==> config.mk <==
export PLATFORM = sky130hd
export DESIGN_NAME = fuzzy_match_score
export DESIGN_NICKNAME = d
export VERILOG_FILES = /design/src/fms_pkg.sv /design/src/fms_cell.sv /design/src/fms_window.sv /design/src/fms_score.sv /design/src/fuzzy_match_score.sv
export SDC_FILE = /design/constraint.sdc
export NUM_CORES = 1
export LEC_CHECK = 0
export BUFFER_PORTS_ARGS = -buffer_cell sky130_fd_sc_hd__buf_2
export CAP_MARGIN = 40
export CORE_MARGIN = 1.5
export CORE_UTILIZATION = 25
export DETAILED_ROUTE_END_ITERATION = 16
export PLACE_DENSITY = 0.41
export SLEW_MARGIN = 20
export SYNTH_ARGS = -nofsm -noshare
export SYNTH_HDL_FRONTEND = slang
export SYNTH_SLANG_ARGS = --single-unit
==> constraint.sdc <==
create_clock -name clk -period 9.2 [get_ports clk]
set_input_delay 1.38 -clock clk [delete_from_list [all_inputs] [get_ports clk]]
set_output_delay 1.38 -clock clk [all_outputs]
set_load 0.02 [all_outputs]
==> src/fms_pkg.sv <==
// Package for the fuzzy match scorer: widths, register and result codes,
// the control word of the window cells and the final-state struct of the score unit.
// No dependencies; every other file imports it.
package fms_pkg;

  localparam int MAX_QUERY = 16;
  localparam int WIN_DEPTH = MAX_QUERY + 1;
  localparam int QLEN_W = 5;
  localparam int QIDX_W = $clog2(MAX_QUERY);
  localparam int QUERY_W = 8 * MAX_QUERY;
  localparam int CNT_W = 10;
  localparam int SCORE_W = 11;

  localparam logic [CNT_W-1:0] COUNT_MAX = 10'd1023;
  localparam logic [QLEN_W-1:0] QLEN_MAX = QLEN_W'(MAX_QUERY);

  // Tier tops and floors; each tier is top minus a penalty clamped at top-floor.
  localparam logic signed [SCORE_W-1:0] SCORE_NONE = -11'sd1;
  localparam logic signed [SCORE_W-1:0] SCORE_EXACT = 11'sd1000;
  localparam logic signed [SCORE_W-1:0] TOP_PREFIX = 11'sd800;
  localparam logic signed [SCORE_W-1:0] TOP_BOUND = 11'sd600;
  localparam logic signed [SCORE_W-1:0] TOP_SUBSTR = 11'sd400;
  localparam logic signed [SCORE_W-1:0] TOP_SUBSEQ = 11'sd200;
  localparam logic [CNT_W-1:0] PENALTY_MAX = 10'd199;

  // Configuration register indexes.
  typedef enum logic [1:0] {
    CFG_QUERY_LENGTH = 2'd0,
    CFG_QUERY_LOW    = 2'd1,
    CFG_QUERY_HIGH   = 2'd2
  } cfg_reg_t;

  // Match kinds reported with each score.
  typedef enum logic [2:0] {
    KIND_NONE     = 3'd0,
    KIND_EXACT    = 3'd1,
    KIND_PREFIX   = 3'd2,
    KIND_BOUNDARY = 3'd3,
    KIND_SUBSTR   = 3'd4,
    KIND_SUBSEQ   = 3'd5
  } kind_t;

  // Control word for the window cells.
  typedef struct packed {
    logic shift;
    logic clear;
  } cell_ctl_t;

  // Final per-text state handed to the score unit.
  typedef struct packed {
    logic [QLEN_W-1:0] qlen;
    logic [CNT_W-1:0]  byte_count;
    logic              prefix_ok;
    logic              sub_found;
    logic [CNT_W-1:0]  sub_start;
    logic              sub_boundary;
    logic [QLEN_W-1:0] seq_idx;
    logic [CNT_W-1:0]  gap_count;
  } fin_t;

  // Query byte at a given position of the packed query.
  function automatic logic [7:0] qbyte(input logic [QUERY_W-1:0] q,
                                       input logic [QIDX_W-1:0] idx);
    return q[{idx, 3'b000} +: 8];
  endfunction

  // Word boundary characters: / . _ space - :
  function automatic logic is_sep(input logic [7:0] c);
    return (c == 8'h2F) || (c == 8'h2E) || (c == 8'h5F) || (c == 8'h20) ||
           (c == 8'h2D) || (c == 8'h3A);
  endfunction

endpackage

==> src/fms_cell.sv <==
// One window cell: holds one recent text byte and compares the byte it is
// about to take against its aligned query byte. Depends on fms_pkg.
module fms_cell (
  input  logic               clk,
  input  logic               rst_n,
  input  fms_pkg::cell_ctl_t ctl,
  input  logic [7:0]         shift_in,
  input  logic [7:0]         q_byte,
  input  logic               q_use,
  output logic [7:0]         byte_out,
  output logic               hit
);
  import fms_pkg::*;

  logic [7:0] byte_r;
  logic [7:0] byte_nxt;

  // Clear wins over shift so a finished text leaves an empty window.
  always_comb begin
    byte_nxt = byte_r;
    if (ctl.clear) begin
      byte_nxt = 8'd0;
    end else if (ctl.shift) begin
      byte_nxt = shift_in;
    end
  end

  always_ff @(posedge clk) begin
    if (!rst_n) begin
      byte_r <= 8'd0;
    end else begin
      byte_r <= byte_nxt;
    end
  end

  // Unused cells always agree.
  assign hit = !q_use || (shift_in == q_byte);
  assign byte_out = byte_r;

endmodule

==> src/fms_window.sv <==
// Row of window cells holding the newest text bytes, newest first.
// Reports whether the window after this byte ends in the query. Depends on
// fms_pkg and fms_cell.
module fms_window (
  input  logic                          clk,
  input  logic                          rst_n,
  input  fms_pkg::cell_ctl_t            ctl,
  input  logic [7:0]                    text_byte,
  input  logic [fms_pkg::QLEN_W-1:0]    qlen,
  input  logic [fms_pkg::QUERY_W-1:0]   query,
  output logic                          hit_all,
  output logic [7:0]                    bnd_byte
);
  import fms_pkg::*;

  logic [7:0]           cell_in  [WIN_DEPTH];
  logic [7:0]           cell_out [WIN_DEPTH];
  logic [WIN_DEPTH-1:0] hits;

  assign cell_in[0] = text_byte;

  // Cell i sees query byte qlen-1-i, so the newest byte meets the last one.
  for (genvar i = 0; i < WIN_DEPTH; i++) begin : g_cell
    logic [7:0]        q_b;
    logic              q_u;

    if (i > 0) begin : g_link
      assign cell_in[i] = cell_out[i-1];
    end

    if (i < MAX_QUERY) begin : g_cmp
      logic [QLEN_W-1:0] pos;
      assign q_u = qlen > QLEN_W'(i);
      assign pos = qlen - QLEN_W'(i + 1);
      assign q_b = qbyte(query, pos[QIDX_W-1:0]);
    end else begin : g_nocmp
      assign q_u = 1'b0;
      assign q_b = 8'd0;
    end

    fms_cell u_cell (
      .clk      (clk),
      .rst_n    (rst_n),
      .ctl      (ctl),
      .shift_in (cell_in[i]),
      .q_byte   (q_b),
      .q_use    (q_u),
      .byte_out (cell_out[i]),
      .hit      (hits[i])
    );
  end

  assign hit_all = &hits;

  // Byte just before a match of the current length.
  assign bnd_byte = cell_in[qlen];

endmodule

==> src/fms_score.sv <==
// Score unit: turns the final state of one text into a tiered score and
// match kind. Depends on fms_pkg.
module fms_score (
  input  fms_pkg::fin_t                    fin,
  output logic signed [fms_pkg::SCORE_W-1:0] score,
  output fms_pkg::kind_t                   kind
);
  import fms_pkg::*;

  logic [CNT_W-1:0]          penalty;
  logic [CNT_W-1:0]          pen_clamped;
  logic signed [SCORE_W-1:0] top;
  logic [CNT_W-1:0]          qlen_ext;

  assign qlen_ext = CNT_W'(fin.qlen);

  // Pick the tier in priority order.
  always_comb begin
    kind    = KIND_NONE;
    top     = SCORE_NONE;
    penalty = '0;
    priority if (fin.qlen == '0 || fin.byte_count == '0) begin
      kind = KIND_NONE;
    end else if (fin.prefix_ok && fin.byte_count == qlen_ext) begin
      kind = KIND_EXACT;
      top  = SCORE_EXACT;
    end else if (fin.prefix_ok && fin.byte_count > qlen_ext) begin
      kind    = KIND_PREFIX;
      top     = TOP_PREFIX;
      penalty = fin.byte_count - qlen_ext;
    end else if (fin.sub_found && fin.sub_boundary) begin
      kind    = KIND_BOUNDARY;
      top     = TOP_BOUND;
      penalty = fin.sub_start;
    end else if (fin.sub_found) begin
      kind    = KIND_SUBSTR;
      top     = TOP_SUBSTR;
      penalty = fin.sub_start;
    end else if (fin.seq_idx >= fin.qlen) begin
      kind    = KIND_SUBSEQ;
      top     = TOP_SUBSEQ;
      penalty = fin.gap_count;
    end else begin
      kind = KIND_NONE;
    end
  end

  // Every tier floors at top minus the same amount.
  assign pen_clamped = (penalty > PENALTY_MAX) ? PENALTY_MAX : penalty;
  assign score = top - $signed({1'b0, pen_clamped});

endmodule

==> src/fuzzy_match_score.sv <==
// Fuzzy match scorer top level: streams text bytes against a stored query.
// Throughput is one input word per cycle unless the snapshot stage is stuck;
// the window cells compare all query positions in parallel as each byte
// shifts in. The result of an end-of-text word passes a snapshot register
// and then an output register. Synchronous active-low reset clears the query
// registers, the text state and both result stages' valid flags. Depends on fms_pkg.
module fuzzy_match_score (
  input  logic                                clk,
  input  logic                                rst_n,
  input  logic                                in_valid,
  output logic                                in_ready,
  input  logic [7:0]                          in_text_byte,
  input  logic                                in_no_byte,
  input  logic                                in_end_of_text,
  output logic                                out_valid,
  input  logic                                out_ready,
  output logic signed [fms_pkg::SCORE_W-1:0]  out_score,
  output logic [2:0]                          out_match_kind,
  input  logic                                cfg_valid,
  output logic                                cfg_ready,
  input  logic [1:0]                          cfg_index,
  input  logic [63:0]                         cfg_data
);
  import fms_pkg::*;

  // Configuration registers.
  logic [QLEN_W-1:0]  qlen_r;
  logic [63:0]        qlow_r;
  logic [63:0]        qhigh_r;
  logic [QUERY_W-1:0] query;
  logic [QLEN_W-1:0]  qlen;

  // Per-text state.
  logic [CNT_W-1:0]  count_r, count_nxt;
  logic              prefix_r, prefix_nxt;
  logic              found_r, found_nxt;
  logic [CNT_W-1:0]  start_r, start_nxt;
  logic              bound_r, bound_nxt;
  logic [QLEN_W-1:0] sidx_r, sidx_nxt;
  logic [CNT_W-1:0]  gap_r, gap_nxt;

  // Result stages.
  logic                      fin_valid_r;
  fin_t                      fin_r;
  fin_t                      fin_nxt;
  logic                      fin_adv;
  logic                      out_valid_r;
  logic signed [SCORE_W-1:0] out_score_r;
  kind_t                     out_kind_r;
  logic signed [SCORE_W-1:0] sc_score;
  kind_t                     sc_kind;

  logic       accept;
  logic       take;
  logic       ends;
  cell_ctl_t  ctl;
  logic       win_hit;
  logic [7:0] bnd_byte;
  logic [7:0] pre_q;
  logic [7:0] seq_q;
  logic [CNT_W-1:0] qlen_ext;
  logic [CNT_W-1:0] inc_count;
  logic [CNT_W-1:0] new_start;

  assign cfg_ready = 1'b1;

  // Configuration write port.
  always_ff @(posedge clk) begin
    if (!rst_n) begin
      qlen_r  <= '0;
      qlow_r  <= '0;
      qhigh_r <= '0;
    end else if (cfg_valid && cfg_ready) begin
      unique case (cfg_index)
        CFG_QUERY_LENGTH: qlen_r  <= cfg_data[QLEN_W-1:0];
        CFG_QUERY_LOW:    qlow_r  <= cfg_data;
        CFG_QUERY_HIGH:   qhigh_r <= cfg_data;
        default: ;
      endcase
    end
  end

  assign query    = {qhigh_r, qlow_r};
  assign qlen     = (qlen_r > QLEN_MAX) ? QLEN_MAX : qlen_r;
  assign qlen_ext = CNT_W'(qlen);

  // Handshake: an input word waits only when the snapshot stage is stuck.
  assign fin_adv  = fin_valid_r && (!out_valid_r || out_ready);
  assign in_ready = !fin_valid_r || fin_adv;
  assign accept   = in_valid && in_ready;
  assign take     = accept && !in_no_byte;
  assign ends     = accept && in_end_of_text;

  assign ctl.shift = take;
  assign ctl.clear = ends;

  fms_window u_window (
    .clk       (clk),
    .rst_n     (rst_n),
    .ctl       (ctl),
    .text_byte (in_text_byte),
    .qlen      (qlen),
    .query     (query),
    .hit_all   (win_hit),
    .bnd_byte  (bnd_byte)
  );

  assign pre_q     = qbyte(query, count_r[QIDX_W-1:0]);
  assign seq_q     = qbyte(query, sidx_r[QIDX_W-1:0]);
  assign inc_count = (count_r == COUNT_MAX) ? count_r : count_r + CNT_W'(1);
  assign new_start = inc_count - qlen_ext;

  // Text state after this word.
  always_comb begin
    count_nxt  = count_r;
    prefix_nxt = prefix_r;
    found_nxt  = found_r;
    start_nxt  = start_r;
    bound_nxt  = bound_r;
    sidx_nxt   = sidx_r;
    gap_nxt    = gap_r;
    if (take) begin
      count_nxt = inc_count;
      if (count_r < qlen_ext && in_text_byte != pre_q) begin
        prefix_nxt = 1'b0;
      end
      // Greedy subsequence: gaps count only after the first matched byte.
      if (sidx_r < qlen) begin
        if (in_text_byte == seq_q) begin
          sidx_nxt = sidx_r + QLEN_W'(1);
        end else if (sidx_r != '0 && gap_r != COUNT_MAX) begin
          gap_nxt = gap_r + CNT_W'(1);
        end
      end
      // First occurrence of the whole query ending at this byte.
      if (!found_r && qlen != '0 && inc_count >= qlen_ext && win_hit) begin
        found_nxt = 1'b1;
        start_nxt = new_start;
        bound_nxt = (new_start == '0) || is_sep(bnd_byte);
      end
    end
  end

  always_comb begin
    fin_nxt.qlen         = qlen;
    fin_nxt.byte_count   = count_nxt;
    fin_nxt.prefix_ok    = prefix_nxt;
    fin_nxt.sub_found    = found_nxt;
    fin_nxt.sub_start    = start_nxt;
    fin_nxt.sub_boundary = bound_nxt;
    fin_nxt.seq_idx      = sidx_nxt;
    fin_nxt.gap_count    = gap_nxt;
  end

  // Text state registers; cleared at the end of each text.
  always_ff @(posedge clk) begin
    if (!rst_n || ends) begin
      count_r  <= '0;
      prefix_r <= 1'b1;
      found_r  <= 1'b0;
      start_r  <= '0;
      bound_r  <= 1'b0;
      sidx_r   <= '0;
      gap_r    <= '0;
    end else begin
      count_r  <= count_nxt;
      prefix_r <= prefix_nxt;
      found_r  <= found_nxt;
      start_r  <= start_nxt;
      bound_r  <= bound_nxt;
      sidx_r   <= sidx_nxt;
      gap_r    <= gap_nxt;
    end
  end

  // Snapshot stage holding the final state of a finished text.
  always_ff @(posedge clk) begin
    if (!rst_n) begin
      fin_valid_r <= 1'b0;
    end else if (ends) begin
      fin_valid_r <= 1'b1;
    end else if (fin_adv) begin
      fin_valid_r <= 1'b0;
    end
  end

  always_ff @(posedge clk) begin
    if (ends) begin
      fin_r <= fin_nxt;
    end
  end

  fms_score u_score (
    .fin   (fin_r),
    .score (sc_score),
    .kind  (sc_kind)
  );

  // Output register.
  always_ff @(posedge clk) begin
    if (!rst_n) begin
      out_valid_r <= 1'b0;
    end else if (fin_adv) begin
      out_valid_r <= 1'b1;
    end else if (out_ready) begin
      out_valid_r <= 1'b0;
    end
  end

  always_ff @(posedge clk) begin
    if (fin_adv) begin
      out_score_r <= sc_score;
      out_kind_r  <= sc_kind;
    end
  end

  assign out_valid      = out_valid_r;
  assign out_score      = out_score_r;
  assign out_match_kind = out_kind_r;

endmodule
==> results.json <==
{
  "status": "completed",
  "cts_tree": "built",
  "final_common_cell": "nand2_1",
  "crit_arrival_ns": 7.20,
  "slew_headroom_pct": 28.4,
  "core_area_sq_um": 115000,
  "ys_warn_count": 0,
  "crit_chain": "nand2b_4, clkinv_1, buf_4, ha_1, a211o_1, o221ai_4, buf_4, mux2i_1, mux2i_1, xor2_1, nor4_1, nand4_1, a21oi_1, nand4_1, buf_4, o31ai_1, nand2_1",
  "finalSetupViolCount": 0,
  "fin_worst_skew_ns": 0.0373,
  "overflow": 0,
  "dpl_worst_slack_ns": 2.56,
  "p_seq_share_pct": 37.3,
  "rsz0062_at_grt": "no",
  "wl_um": 142000,
  "p_int_w": 0.00312,
  "syn_area_sq_um": 29100,
  "dieArea_sq_um": 118000,
  "fillCellCount": 12300,
  "path_class": "reg -> reg",
  "min_from": "u_window.g_cell[15].u_cell.byte_out[2]$_SDFFE_PP0P_",
  "hold_buffers": 0,
  "layout_common_cells": "nand2_1 (679), dfxtp_1 (296), a21oi_1 (225)",
  "power.total_w": 0.00456,
  "final_util_pct": 28.6,
  "rrSetupSlack_ns": 2.35,
  "clkLatencyLatePin_ns": 0.63,
  "p_sw_share_pct": 31.6,
  "synth.avg_cell_area_sq_um": 8.50,
  "cts_sinks": 358,
  "synth_top_area_share_pct": 20.7,
  "power.leakage_nw": 11.0,
  "final_antenna_net_count": 0,
  "crit_path_start_kind": "flop",
  "endpoint_kind": "flop",
  "fin_crit_sh_pct": 74.4,
  "area_growth_pct": 13.1,
  "p_comb_share_pct": 20.4,
  "p_per_area_nw_per_um2": 139,
  "crit_buf_inv": 4,
  "synth_area_leaders": "dfxtp_1 (21%), mux4_2 (12%), nand2_1 (8.8%)",
  "track_usage_pct": 23.5,
  "r2r_cells": 17,
  "crit_top_cell": "buf_4",
  "drt_iter0_drc": 2861,
  "maxCapViolCount": 0,
  "timing.final.ws_setup_ns": 2.35,
  "synth-async-reset-ratio_pct": 0,
  "grt_pass1_wl_um": 202000,
  "cts_made_buffers": 45,
  "rows": 124,
  "clock-root-buffer": "clkbuf_16",
  "min_path_cells": 2,
  "ys_seq_area_share_pct": 26.6,
  "die_y_um": 344,
  "cts_resized": 0,
  "holdPathEnd": "u_window.g_cell[15].u_cell.byte_out[2]$_SDFFE_PP0P_",
  "clockBufferDepth": 3,
  "port-buffer-count": 96,
  "n_antenna_cell": 0,
  "fin_nets": 3495,
  "grt_pass1_vias": 26900,
  "r2r_start": "qlen_r[4]$_SDFFE_PN0P_",
  "p_clk_share_pct": 42.4,
  "synth_flop_cell": "dfxtp_1",
  "drtPass1Iterations": 6,
  "synth_top_area_cell": "dfxtp_1",
  "worst_slew_pin_slew_ns": 1.06,
  "clk_pin_slew_ns": 0.06,
  "min-delay-path-class": "reg -> reg",
  "post_cts_buffers": 0,
  "vias_per_cell": 5.69,
  "layout_min_cycle_time_ns": 6.85,
  "antenna_found_initial": 6,
  "grt_max_degree": 82,
  "die_width_um": 344,
  "gp_congestion": 0.981,
  "switchingPower_w": 0.00144,
  "setup_tns_ns": 0,
  "critPathMaxStageDelay_ns": 0.82,
  "synth-edff-count": 57,
  "reg2reg_to": "fin_r[25]$_DFFE_PP_",
  "hold_violations": 0,
  "path_max_fanout": 39,
  "avgRoutedWirePerCell_um": 28.9,
  "io_pins": 98,
  "cpMaxStageDelayCell": "nor4_1",
  "ir_drop_mv": 0.117,
  "drv_slew": 0,
  "dpl.hpwl_um": 105000,
  "htree_levels": 2,
  "via_count": 27900,
  "syn_inst": 3419,
  "drc_errors": 0,
  "layout-drive-gt1-share_pct": 15.6,
  "start_util_pct": 25.3,
  "crit_required_ns": 9.55,
  "fmax_ghz": 0.146,
  "critPathTopFamily": "simple AND/OR/NAND/NOR gates",
  "ys_types": 89,
  "ys_ff_latch": 358
}
-- how the worst max path moves through the flow --
stage                            from             endpoint  slack (ns)  cells after the start
3_5_place_dp   qlen_r[0]$_SDFFE_PN0P_  fin_r[25]$_DFFE_PP_        2.56                     14
3_3_place_gp   qlen_r[1]$_SDFFE_PN0P_  fin_r[25]$_DFFE_PP_        2.44                     17
4_1_cts        qlen_r[0]$_SDFFE_PN0P_  fin_r[25]$_DFFE_PP_        2.56                     14
5_1_grt        qlen_r[4]$_SDFFE_PN0P_  fin_r[25]$_DFFE_PP_        2.04                     17
6_report       qlen_r[4]$_SDFFE_PN0P_  fin_r[25]$_DFFE_PP_        2.35                     17
2_1_floorplan  qlen_r[4]$_SDFFE_PN0P_  fin_r[15]$_DFFE_PP_        3.27                     21
-- cells by family (layout without fill, tap and decap cells) --
group / Yosys count / in the layout / share of synthesized area (%)
and+or+nand+nor: 1217 / 1217 / 19.6
AOI/OAI and AO/OA: 838 / 838 / 20.0
xor gates and xnor gates: 180 / 180 / 5.42
buffers and inverters: 363 / 335 / 4.93
DFF: 358 / 358 / 26.6
adders and majority gates: 57 / 57 / 2.53
other: 1 / 3 / 0.0129
muxes: 405 / 405 / 20.9
-- metrics by stage --
stage          instance area (sq um)  instances  hold WS, ns
2_1_floorplan                  29100       3421        0.436
3_3_place_gp                   31000       4812        0.448
3_5_place_dp                   31100       4817        0.453
4_1_cts                        32700       4900        0.462
5_1_grt                        32900       4905        0.479
6_report                       32900       4905        0.463
-- worst reg2reg max path, cell delays in order (launching register included) --
cell      delay [ns]
dfxtp_4         0.74
nand2b_4        0.62
clkinv_1        0.47
buf_4           0.42
ha_1            0.39
a211o_1         0.36
o221ai_4        0.08
buf_4           0.45
mux2i_1         0.16
mux2i_1         0.52
xor2_1          0.19
nor4_1          0.82
nand4_1         0.16
a21oi_1         0.26
nand4_1         0.22
buf_4           0.30
o31ai_1         0.32
nand2_1         0.07
-- area by class of cell --
| cell class | instances | area, sq um | area share [%] |
|---|---|---|---|
| clock inverters | 17 | 255 | 0.776 |
| inverters | 54 | 205 | 0.624 |
| well taps | 1512 | 1890 | 5.75 |
| multi-input cells | 2700 | 20000 | 60.9 |
| repair buffers | 198 | 1370 | 4.17 |
| flip-flops and latches | 358 | 7750 | 23.6 |
| clock buffers | 66 | 1380 | 4.19 |
-- routing by layer --
layer  share of wire [%]  vias up  track usage (%)
met5               0.020        -                0
met1                  42    13700             30.0
met4                 6.3        4             12.6
met3                 8.3      397             5.29
li1                    -    12500                -
met2                  44     1358             36.7
-- cell usage after synthesis, types with 39 or more instances --
library cell	n
mux4_2	156
and2_1	42
nand4_1	45
ha_1	54
nand2_1	680
inv_1	49
edfxtp_1	57
nor2_1	120
xor2_1	79
a21boi_0	147
o21ai_0	83
nor2b_1	39
xnor2_1	101
nand3_1	94
a21oi_1	225
mux2i_1	205
buf_1	44
a211oi_1	50
clkbuf_1	229
mux2_2	44
dfxtp_1	301
-- sequential cells by signal (all words and copies together) (netlist names), 3 cells and up --
register and cells:
sidx_r 5, gap_r 10, u_window.g_cell.u_cell.byte_out 128, out_match_kind 3, out_score 11, fin_r 43
count_r 10, start_r 10, qlen_r 5, qhigh_r 64, qlow_r 64
-- power groups by stage --
stage / Clock (W) / Sequential (W) / Combinational, W
3_5_place_dp: 0 / 0.00173 / 0.000901
2_1_floorplan: 0 / 0.00169 / 0.000592
4_1_cts: 0.00198 / 0.00170 / 0.000905
3_3_place_gp: 0 / 0.00173 / 0.000901
6_report: 0.00193 / 0.00170 / 0.000929
5_1_grt: 0.00204 / 0.00170 / 0.000988
Power figures use the tool's default switching activity.
